===== src/hdl/pdcq_pkg.sv =====
package pdcq_pkg;

  localparam logic FUNC_ENQ = 1'b0;
  localparam logic FUNC_DEQ = 1'b1;

  typedef enum logic [2:0] {
    EV_QUEUED    = 3'd0,
    EV_EVICTED   = 3'd1,
    EV_DROPPED   = 3'd2,
    EV_DELIVERED = 3'd3,
    EV_EMPTY     = 3'd4
  } event_t;

  typedef struct packed {
    logic [15:0] number;
    logic [7:0]  src;
    logic [7:0]  dst;
    logic [7:0]  rank;
  } entry_t;

  typedef struct packed {
    logic idle;
    logic capture;
    logic decide;
    logic scan;
    logic shift;
    logic tail_write;
    logic deq;
    logic finish;
  } cmd_t;

  typedef struct packed {
    logic is_deq;
    logic discard;
    logic empty;
    logic scan_last;
    logic found;
    logic pos_is_tail;
    logic shift_last;
    logic out_free;
  } sts_t;

endpackage


===== src/hdl/pdcq_ctrl.sv =====
module pdcq_ctrl import pdcq_pkg::*; (
  input  logic clk,
  input  logic rst,
  input  logic in_valid,
  output logic in_stall,
  input  sts_t sts,
  output cmd_t cmd
);

  typedef enum logic [7:0] {
    S_IDLE       = 8'b0000_0001,
    S_DECIDE     = 8'b0000_0010,
    S_SCAN       = 8'b0000_0100,
    S_SHIFT_LOAD = 8'b0000_1000,
    S_SHIFT      = 8'b0001_0000,
    S_TAIL       = 8'b0010_0000,
    S_DEQ        = 8'b0100_0000,
    S_FINISH     = 8'b1000_0000
  } state_t;

  state_t state, state_next;

  always_ff @(posedge clk) begin
    if (rst) begin
      state <= S_IDLE;
    end else begin
      state <= state_next;
    end
  end

  always_comb begin
    state_next = state;
    case (state)
      S_IDLE: begin
        if (in_valid) state_next = S_DECIDE;
      end
      S_DECIDE: begin
        if (sts.is_deq) begin
          state_next = sts.empty ? S_FINISH : S_DEQ;
        end else if (sts.discard) begin
          state_next = sts.empty ? S_FINISH : S_SCAN;
        end else begin
          state_next = S_FINISH;
        end
      end
      S_SCAN: begin
        if (sts.scan_last) begin
          if (!sts.found) state_next = S_FINISH;
          else if (sts.pos_is_tail) state_next = S_TAIL;
          else state_next = S_SHIFT_LOAD;
        end
      end
      S_SHIFT_LOAD: state_next = S_SHIFT;
      S_SHIFT: begin
        if (sts.shift_last) state_next = S_TAIL;
      end
      S_TAIL:   state_next = S_FINISH;
      S_DEQ:    state_next = S_FINISH;
      S_FINISH: begin
        if (sts.out_free) state_next = S_IDLE;
      end
      default:  state_next = S_IDLE;
    endcase
  end

  assign in_stall = (state != S_IDLE);

  always_comb begin
    cmd            = '0;
    cmd.idle       = (state == S_IDLE);
    cmd.capture    = (state == S_IDLE) && in_valid;
    cmd.decide     = (state == S_DECIDE);
    cmd.scan       = (state == S_SCAN);
    cmd.shift      = (state == S_SHIFT);
    cmd.tail_write = (state == S_TAIL);
    cmd.deq        = (state == S_DEQ);
    cmd.finish     = (state == S_FINISH) && sts.out_free;
  end

endmodule


===== src/hdl/pdcq_datapath.sv =====
module pdcq_datapath import pdcq_pkg::*; #(
  parameter int QUEUE_DEPTH = 8
) (
  input  logic        clk,
  input  logic        rst,
  input  cmd_t        cmd,
  output sts_t        sts,
  input  logic        func,
  input  logic [15:0] packet_number,
  input  logic [7:0]  source_address,
  input  logic [7:0]  dest_address,
  input  logic [7:0]  drop_rank,
  input  logic        cfg_valid,
  input  logic [3:0]  congestion_threshold,
  output logic        out_valid,
  input  logic        out_stall,
  output logic [2:0]  event_code,
  output logic [15:0] out_packet_number,
  output logic [7:0]  out_source,
  output logic [7:0]  out_dest,
  output logic [7:0]  out_rank,
  output logic [3:0]  queue_length,
  output logic [3:0]  average_length
);

  localparam int AW = $clog2(QUEUE_DEPTH);
  localparam int CW = $clog2(QUEUE_DEPTH + 1);
  localparam logic [CW-1:0] DEPTH_C = CW'(QUEUE_DEPTH);
  localparam logic [AW-1:0] LAST_C  = AW'(QUEUE_DEPTH - 1);

  function automatic logic [AW-1:0] ring_next(input logic [AW-1:0] i);
    ring_next = (i == LAST_C) ? '0 : AW'(i + 1'b1);
  endfunction

  entry_t mem [QUEUE_DEPTH];

  logic          arr_func;
  entry_t        arr;
  logic [3:0]    thr;
  logic [CW-1:0] cnt;
  logic [CW-1:0] sm;
  logic [AW-1:0] head;
  logic [AW-1:0] tail;
  logic [AW-1:0] ptr;
  logic [AW-1:0] data_ptr;
  entry_t        rd_data;
  logic [7:0]    best;
  logic [AW-1:0] pos;
  logic          found;
  entry_t        victim;
  logic [CW-1:0] rem;
  event_t        res_code;
  entry_t        res_entry;

  logic [CW:0]   avg_sum;
  logic [CW-1:0] avg_enq;
  logic [CW-1:0] cnt_dec;
  logic [CW:0]   deq_sum;
  logic [CW-1:0] avg_deq;
  logic          over_thr;
  logic          discard;
  logic          hit;
  logic          found_now;
  logic [AW-1:0] pos_now;
  entry_t        victim_now;
  logic          wr_en;
  logic [AW-1:0] wr_addr;
  entry_t        wr_data;
  logic [CW+3:0] cnt_ext;
  logic [CW+3:0] sm_ext;

  // Enqueue average counts the arrival: floor((avg + count + 1) / 2).
  assign avg_sum  = {1'b0, sm} + {1'b0, cnt} + {{CW{1'b0}}, 1'b1};
  assign avg_enq  = avg_sum[CW:1];
  assign cnt_dec  = cnt - 1'b1;
  assign deq_sum  = {1'b0, sm} + {1'b0, cnt_dec};
  assign avg_deq  = deq_sum[CW:1];
  assign over_thr = ({4'b0, avg_enq} >= {{CW{1'b0}}, thr});
  assign discard  = over_thr || (cnt == DEPTH_C);

  assign hit        = (rd_data.rank > best);
  assign found_now  = found || hit;
  assign pos_now    = hit ? data_ptr : pos;
  assign victim_now = hit ? rd_data : victim;

  always_comb begin
    sts             = '0;
    sts.is_deq      = (arr_func == FUNC_DEQ);
    sts.discard     = discard;
    sts.empty       = (cnt == '0);
    sts.scan_last   = (rem == CW'(1));
    sts.found       = found_now;
    sts.pos_is_tail = (pos_now == tail);
    sts.shift_last  = (ring_next(pos) == tail);
    sts.out_free    = !out_valid || !out_stall;
  end

  always_comb begin
    wr_en   = 1'b0;
    wr_addr = pos;
    wr_data = rd_data;
    if (cmd.decide && arr_func == FUNC_ENQ && !discard) begin
      wr_en   = 1'b1;
      wr_addr = ring_next(tail);
      wr_data = arr;
    end
    if (cmd.shift) begin
      wr_en   = 1'b1;
      wr_addr = pos;
      wr_data = rd_data;
    end
    if (cmd.tail_write) begin
      wr_en   = 1'b1;
      wr_addr = tail;
      wr_data = arr;
    end
  end

  // One write port and one registered read port; reads run one entry
  // ahead of the writes while entries close up behind an eviction.
  always_ff @(posedge clk) begin
    if (wr_en) mem[wr_addr] <= wr_data;
    rd_data  <= mem[ptr];
    data_ptr <= ptr;
  end

  always_ff @(posedge clk) begin
    if (rst) begin
      thr  <= 4'd8;
      cnt  <= '0;
      sm   <= '0;
      head <= '0;
      tail <= LAST_C;
    end else begin
      if (cfg_valid) thr <= congestion_threshold;
      if (cmd.decide && arr_func == FUNC_ENQ) begin
        sm <= avg_enq;
        if (!discard) begin
          cnt  <= cnt + 1'b1;
          tail <= ring_next(tail);
        end
      end
      if (cmd.deq) begin
        head <= ring_next(head);
        cnt  <= cnt_dec;
        sm   <= avg_deq;
      end
    end
  end

  always_ff @(posedge clk) begin
    if (cmd.capture) begin
      arr_func   <= func;
      arr.number <= packet_number;
      arr.src    <= source_address;
      arr.dst    <= dest_address;
      arr.rank   <= drop_rank;
    end

    if (cmd.idle) begin
      ptr <= head;
    end else if (cmd.scan && sts.scan_last) begin
      ptr <= ring_next(pos_now);
    end else begin
      ptr <= ring_next(ptr);
    end

    if (cmd.decide) begin
      best  <= arr.rank;
      found <= 1'b0;
      rem   <= cnt;
      if (arr_func == FUNC_DEQ) begin
        res_code  <= EV_EMPTY;
        res_entry <= '0;
      end else if (discard) begin
        res_code  <= EV_DROPPED;
        res_entry <= arr;
      end else begin
        res_code  <= EV_QUEUED;
        res_entry <= '0;
      end
    end

    if (cmd.scan) begin
      rem <= rem - 1'b1;
      if (hit) begin
        best   <= rd_data.rank;
        pos    <= data_ptr;
        found  <= 1'b1;
        victim <= rd_data;
      end
      if (sts.scan_last && found_now) begin
        res_code  <= EV_EVICTED;
        res_entry <= victim_now;
      end
    end

    if (cmd.shift) pos <= ring_next(pos);

    if (cmd.deq) begin
      res_code  <= EV_DELIVERED;
      res_entry <= rd_data;
    end

    if (cmd.finish) begin
      event_code        <= res_code;
      out_packet_number <= res_entry.number;
      out_source        <= res_entry.src;
      out_dest          <= res_entry.dst;
      out_rank          <= res_entry.rank;
      queue_length      <= cnt_ext[3:0];
      average_length    <= sm_ext[3:0];
    end
  end

  assign cnt_ext = {4'b0, cnt};
  assign sm_ext  = {4'b0, sm};

  always_ff @(posedge clk) begin
    if (rst) begin
      out_valid <= 1'b0;
    end else if (cmd.finish) begin
      out_valid <= 1'b1;
    end else if (out_valid && !out_stall) begin
      out_valid <= 1'b0;
    end
  end

endmodule


===== src/hdl/priority_drop_congestion_queue.sv =====
// Packet queue with congestion discard. Each beat on the input channel is
// either an enqueue or a dequeue and yields exactly one result beat. An
// enqueue updates the smoothed length; when that average reaches the
// threshold, or the queue is full, the held entries are scanned from the
// head for the first entry of highest rank strictly above the arrival's,
// that entry is evicted and reported, later entries close up in order and
// the arrival goes to the tail; with no such entry the arrival is dropped.
// Items are handled one at a time, and all entries sit in a single memory
// with one read and one write port. A beat is captured, then decided; a
// congested enqueue then scans every held entry and, on an eviction,
// closes up the entries behind the evicted one and writes the arrival at
// the tail; a delivering dequeue reads the head entry; each beat ends when
// its result is loaded into the output register.
// The result sits in an output register, so the next beat is taken while
// the previous result is still waiting. The threshold register resets to 8
// and should be written only while no beat is in flight.
module priority_drop_congestion_queue import pdcq_pkg::*; #(
  parameter int QUEUE_DEPTH = 8
) (
  input  logic        clk,
  input  logic        rst,
  input  logic        in_valid,
  output logic        in_stall,
  input  logic        func,
  input  logic [15:0] packet_number,
  input  logic [7:0]  source_address,
  input  logic [7:0]  dest_address,
  input  logic [7:0]  drop_rank,
  output logic        out_valid,
  input  logic        out_stall,
  output logic [2:0]  event_code,
  output logic [15:0] out_packet_number,
  output logic [7:0]  out_source,
  output logic [7:0]  out_dest,
  output logic [7:0]  out_rank,
  output logic [3:0]  queue_length,
  output logic [3:0]  average_length,
  input  logic        cfg_valid,
  output logic        cfg_ready,
  input  logic [3:0]  congestion_threshold
);

  cmd_t cmd;
  sts_t sts;

  // The threshold register accepts a write in any cycle.
  assign cfg_ready = 1'b1;

  pdcq_ctrl u_ctrl (
    .clk      (clk),
    .rst      (rst),
    .in_valid (in_valid),
    .in_stall (in_stall),
    .sts      (sts),
    .cmd      (cmd)
  );

  pdcq_datapath #(
    .QUEUE_DEPTH (QUEUE_DEPTH)
  ) u_datapath (
    .clk                  (clk),
    .rst                  (rst),
    .cmd                  (cmd),
    .sts                  (sts),
    .func                 (func),
    .packet_number        (packet_number),
    .source_address       (source_address),
    .dest_address         (dest_address),
    .drop_rank            (drop_rank),
    .cfg_valid            (cfg_valid),
    .congestion_threshold (congestion_threshold),
    .out_valid            (out_valid),
    .out_stall            (out_stall),
    .event_code           (event_code),
    .out_packet_number    (out_packet_number),
    .out_source           (out_source),
    .out_dest             (out_dest),
    .out_rank             (out_rank),
    .queue_length         (queue_length),
    .average_length       (average_length)
  );

endmodule

===== config.mk =====
export PLATFORM = sky130hd
export DESIGN_NAME = priority_drop_congestion_queue
export DESIGN_NICKNAME = d
export VERILOG_FILES = /design/src/hdl/pdcq_pkg.sv /design/src/hdl/pdcq_ctrl.sv /design/src/hdl/pdcq_datapath.sv /design/src/hdl/priority_drop_congestion_queue.sv
export SDC_FILE = /design/constraint.sdc
export NUM_CORES = 1
export LEC_CHECK = 0
export BUFFER_PORTS_ARGS = -buffer_cell sky130_fd_sc_hd__clkbuf_2
export CAP_MARGIN = 15
export CORE_UTILIZATION = 45
export DETAILED_ROUTE_END_ITERATION = 8
export HOLD_SLACK_MARGIN = 0.12
export PLACE_DENSITY = 0.69
export SLEW_MARGIN = 30
export SYNTH_ARGS = -nofsm -noshare
export SYNTH_HDL_FRONTEND = slang
export SYNTH_SLANG_ARGS = --single-unit
export TNS_END_PERCENT = 30

===== constraint.sdc =====
create_clock -name clk -period 11.7 [get_ports clk]
set_input_delay 1.755 -clock clk [delete_from_list [all_inputs] [get_ports clk]]
set_output_delay 1.755 -clock clk [all_outputs]
set_load 0.02 [all_outputs]

## Word-level counts from Yosys, hierarchy flattened

Memories as Yosys holds them, arrays and structs flattened. A register that Yosys moved wholly into a read port is not among the register bits.
Index checks and enable logic that the tools add are counted.

- Add/sub/neg operators: 11
- $lt $le $gt $ge: 2
- Equal/unequal tests: 23
- Mux-type cells: 59
- Bitwise gates (word level): 2
- Reductions and logical operators: 22

Operators with widths:

| operator | count |
|---|---|
| $mux W40 | 10 |
| $mux W8 | 12 |
| $pmux W8 S7 | 1 |
| $mux W3 | 17 |
| $mux W4 | 7 |
| $add A3 B1 Y3 const B | 5 |
| $eq A3 B3 Y1 const B | 5 |
| $add A4 B4 Y5 | 2 |
| $mux W1 | 10 |
| $eq A8 B1 Y1 const B | 1 |
| $eq A8 B2 Y1 const B | 1 |
| $eq A8 B3 Y1 const B | 1 |
| $eq A8 B4 Y1 const B | 1 |
| $eq A8 B5 Y1 const B | 1 |
| $eq A8 B6 Y1 const B | 1 |
| $eq A8 B7 Y1 const B | 1 |
| $eq A8 B8 Y1 const B | 1 |
| $gt A8 B8 Y1 | 1 |
| $ne A8 B1 Y1 const B | 1 |
| $reduce_bool A2 Y1 | 4 |
| $sub A4 B1 Y4 const B | 2 |
| $logic_and A1 B1 Y1 | 7 |
| $eq A3 B3 Y1 | 2 |
| $mux W6 | 1 |
| 15 further kinds | 24 |

- Flip-flop bits (word level): 224
- RAM bits: 320
- Input port bits: 50
- Output and inout bits: 54
- Logic and storage cells: 154
- Memories kept: 1

Memories:

| name | words | width | rd ports | clocked after memory_dff | write ports | RTL line | text |
|---|---|---|---|---|---|---|---|
| u_datapath.mem | 8 | 40 | 1 | 1 | 1 | pdcq_datapath.sv:35 | `entry_t mem [QUEUE_DEPTH];` |

## Depth between registers and ports, before layout

- Depth after elaboration: 11
- Depth in mapped cells: 13
- Mapped depth without buffers: 11

## Modules after synthesis

From an unflattened synthesis, not the netlist that was laid out.

- Cells, all modules: 1427
- Area, all modules: 23262.3 sq um

By module, submodules not included:

| module | instances | cells an instance | area each (sq um) |
|---|---|---|---|
| pdcq_datapath | 1 | 1361 | 22665.5 |
| pdcq_ctrl | 1 | 64 | 585.6 |
| priority_drop_congestion_queue | 1 | 2 | 11.3 |

## Worst setup path before layout

Ideal clock, no wire load.

- Kind: reg2reg
- Start point: reg u_datapath.cnt[0]
- End point: mem u_datapath.mem[7][0] in the netlist's numbering, enable pin
- Library setup time: 487 ps
- Arrival: 5443 ps
- Required time: 11213 ps
- Path slack: 5770 ps
- Cell stages (with the launch flop): 13
- Cells stage by stage: dfxtp_1 -> or2_2 -> fa_1 -> inv_1 -> ha_1 -> nand2b_1 -> a21o_1 -> a21oi_1 -> o211ai_1 -> clkbuf_1 -> nor3_1 -> a221oi_1 -> nor3_1

- Longest elaborated chain between the ends: 11

Ends and longest elaborated chain:

| what | RTL line | text |
|---|---|---|
| start, declared | pdcq_datapath.sv:40 | `logic [CW-1:0] cnt;` |
| start signal, assigned | pdcq_datapath.sv:139 | `cnt <= cnt + 1'b1;` |
| start signal, assigned | pdcq_datapath.sv:145 | `cnt <= cnt_dec;` |
| $add A4 B4 Y5 | pdcq_datapath.sv:73 | `assign avg_sum = {1'b0, sm} + {1'b0, cnt} + {{CW{1'b0}}, 1'b1};` |
| $add A5 B1 Y5 | pdcq_datapath.sv:73 |  |
| $ge A4 B4 Y1 | pdcq_datapath.sv:78 | `assign over_thr = ({4'b0, avg_enq} >= {{CW{1'b0}}, thr});` |
| $logic_or A1 B1 Y1 (*) | pdcq_datapath.sv:79 | `assign discard = over_thr \|\| (cnt == DEPTH_C);` |
| $logic_not A1 Y1 (*) | pdcq_datapath.sv:102 | `if (cmd.decide && arr_func == FUNC_ENQ && !discard) begin` |
| $logic_and A1 B1 Y1 (*) | pdcq_datapath.sv:102 |  |
| $mux W1 | pdcq_datapath.sv:102 |  |
| $mux W1 | pdcq_datapath.sv:107 | `if (cmd.shift) begin` |
| $mux W1 | pdcq_datapath.sv:112 | `if (cmd.tail_write) begin` |
| $mux W1 | pdcq_datapath.sv:122 | `if (wr_en) mem[wr_addr] <= wr_data;` |
| $mux W1 (implied by the code) | pdcq_datapath.sv:122 |  |
| end, declared | pdcq_datapath.sv:35 |  |

Every way passes the cells marked *; elsewhere a longest branch is shown, timed or not.

## Worst setup path after layout

- Start point: reg u_ctrl.state[7]
- End point: mem u_datapath.mem[0][6] in the netlist's numbering, enable pin

- Longest elaborated chain between the ends: 8

Ends and longest elaborated chain:

| what | RTL line | text |
|---|---|---|
| start, declared | pdcq_ctrl.sv:21 | `state_t state, state_next;` |
| start signal, assigned | pdcq_ctrl.sv:27 | `state <= state_next;` |
| $eq A8 B2 Y1 | pdcq_ctrl.sv:72 | `cmd.decide = (state == S_DECIDE);` |
| $logic_and A1 B1 Y1 (2 in series) | pdcq_datapath.sv:102 |  |
| $mux W1 | pdcq_datapath.sv:102 |  |
| $mux W1 | pdcq_datapath.sv:107 |  |
| $mux W1 | pdcq_datapath.sv:112 |  |
| $mux W1 | pdcq_datapath.sv:122 |  |
| $mux W1 (implied by the code) | pdcq_datapath.sv:122 |  |

Parallel ways exist; a longest one is shown, timed or not.

==> metrics.txt <==
outcome complete, no violations; CP Max Fanout 57; Worst EP required around 12,000 ps; post_cts resized 0; drt wl/cell approximately 21 um; Die W 226.7 um; Sw Ratio a little under a quarter; delay-heaviest family, CP simple AND/OR/NAND/NOR gates; min Tclk post-route 5093 ps; max capacitance violation total 0; CTS tree built; Final Hold Fails 0; synth top area cells edfxtp_1, dfxtp_1, mux4_2; Post-Route Skew roughly 20 ps; synthesis-stage register bit count around 580; number of global-route vias before repair ~13,000; Reg power frac around half; Max Root-Sink Buffers 3; P per Cell Area about 200 nW/um^2; Critical Path Sink Type flop; wirelength, routed between 40,000 and 50,000 um; crit path buf inv count 1; detailed placement HPWL 27,950 um; Post-Synthesis Cells between 1,000 and 1,500; Final setup viols 0; Antenna Violating Nets Remaining 0; row cnt 81; setup TNS 0 ps; syn_nets roughly 1,500; syn_area_per_cell between 15 and 20 um^2; largest net degree at the start of global routing 60; critical path class reg -> reg; CP cell instances or4_4 > or4b_4 > nor2_1 > o211ai_1 > a221oi_1 > nand2_1 > nor2_4 > buf_4; number of buffers added on ports 102; Place WS around 6600 ps; Worst Path Arrival roughly 5300 ps; Pre-antenna DRT Iters 5; CP Launch Type flop; HP Class reg -> reg; Inserted Diodes 0; layout cells sized above 1 26.06%; post-layout util a little over half; Comb pwr share about an eighth; vias per cell 5.560; Slew Limit Fails 0; final worst slack between 6000 and 7000 ps; Syn Std Cell Area 22,730 um^2; Total Routing Usage GR a little under a fifth; period utilisation layout a little over two fifths; first-pass GRT wire length 74,270 um; CTS H-Tree Depth 2; root buf cell clkbuf_16; core area a little under 50,000 um^2; GP Congestion around 0.85; Clock Power Share 37.5%; Post-CTS Hold Buffers 0; clk sinks about 600; Slowest cell on crit path or4b_4; Area growth syn-to-layout 14.78%; Reg clk slew, reported paths roughly 60 ps; top_reg_cell synth edfxtp_1; Initial Utilization between 40% and 50%; synth unique cells 58; DRC viols 0; clock buffer count from CTS 59; layout net count 1,613; initial antenna violation count 0; Pint about 3900 uW; die area around 50,000 um^2; Static Leak 0.009076 uW; count leader, synth edfxtp_1; Post-synth ARST share 0%; Seq/Total Area, Yosys between 70 and 80%; Peak VDD IR between 0.15 and 0.2 mV; DIE HEIGHT approximately 230 um; Synth area leader edfxtp_1; Net Switching about 1200 uW; # IOs approximately 100; Slew @ Worst Pin between 900 and 1000 ps; Peak Freq 196.4 MHz; initial DRC count between 1,000 and 1,500; slew margin rel. 37.09%; Largest stage delay, worst path a little under 900 ps; synth warn 0; grt total ovfl 0; top-area cell type share of the netlist area around three fifths; Post-CTS Setup Bufs 0; unrepaired setup endpoints after global routing false; Post-synth top cells edfxtp_1, nand2_1, dfxtp_1; number of flops mapped to enable cells by yosys 459; DR vias around 12,000; Worst-Skew Late Latency about 610 ps
registers in the layout, indices dropped and copies added (netlist names), 8 cells and up:
name and count:
u_datapath.best 8, u_datapath.arr 40, u_datapath.out_source 8, u_ctrl.state 8, u_datapath.victim 40, u_datapath.rd_data 40
u_datapath.out_packet_number 16, u_datapath.out_rank 8, u_datapath.res_entry 40, u_datapath.mem 320, u_datapath.out_dest 8
worst register-to-register path, delay by kind of cell, from the launching register on:
family                 cells  cell delay [ps]
and+or+nand+nor            5             2610
buffers and inverters      1              510
DFF                        1              330
AOI/OAI and AO/OA          2             1280
power groups by stage:
| stage | combinational [uW] | clock, uW | sequential, uW |
|---|---|---|---|
| 2_1_floorplan | 510 | 0 | 2510 |
| 3_3_place_gp | 618 | 0 | 2570 |
| 3_5_place_dp | 653 | 0 | 2560 |
| 4_1_cts | 657 | 1940 | 2520 |
| 5_1_grt | 719 | 2010 | 2530 |
| 6_report | 655 | 1900 | 2520 |
cell families after synthesis:
group,Yosys count,synth area share [%]
mux,175,12.56
other cells,1,0.01650
flops,584,71.66
fa+ha+maj,33,1.883
xor+xnor,14,0.5395
simple gates,296,5.665
buf+inv,102,1.740
compound gates,211,5.940
metal layers:
layer	part of all wire [%]	vias up	GRT usage, %
li1	-	5675	-
met1	43	6397	25.62
met2	50	335	32.27
met3	4.6	76	2.669
met4	2.3	0	5.994
met5	0	-	0
cell type report:
cell class / instances / area, um^2
fillers: 3910 / 23270
flip-flops and latches: 584 / 16290
inverters: 28 / 105.1
multi-input cells: 730 / 6167
clock inverters: 31 / 344.1
well taps: 664 / 830.8
repair buffers: 127 / 714.4
clock buffers: 81 / 1629
path summary, 6_finish.rpt:
check                           from                     end  slack [ps]  cells after the start
min          u_datapath.res_entry[4]  u_datapath.out_rank[4]         430                      0
min reg2reg  u_datapath.res_entry[4]  u_datapath.out_rank[4]         430                      0
max                  u_ctrl.state[7]    u_datapath.mem[0][6]        6610                      8
max reg2reg          u_ctrl.state[7]    u_datapath.mem[0][6]        6610                      8
layout by cell type, fill, tap and decap left out, drive strengths merged, types with 7 or more instances in the layout:
cell / synthesis / final
edfxtp: 459 / 459
nand2: 193 / 193
clkbuf: 55 / 183
dfxtp: 125 / 125
o21ai: 94 / 94
mux2: 81 / 81
mux4: 80 / 80
nor2: 43 / 43
a221oi: 42 / 42
a21oi: 32 / 32
ha: 31 / 31
inv: 27 / 30
buf: 19 / 24
clkinv: 1 / 18
mux2i: 14 / 14
nor3: 11 / 11
a21o: 10 / 10
nor2b: 9 / 9
xor2: 8 / 8
bufinv: 0 / 7
nand2b: 7 / 7
per-stage QoR:
stage / area, um^2 / power, uW / cells / hold slack (ps)
CTS: 26080 / 5119 / 2245 / 433.4
floorplan: 22730 / 3023 / 1416 / 352.9
finish: 26090 / 5079 / 2245 / 432.3
global placement: 24070 / 3188 / 2131 / 421.4
detailed placement: 24110 / 3217 / 2133 / 417.2
global route: 26090 / 5265 / 2245 / 438.1
(Power assumes the default switching activity.)
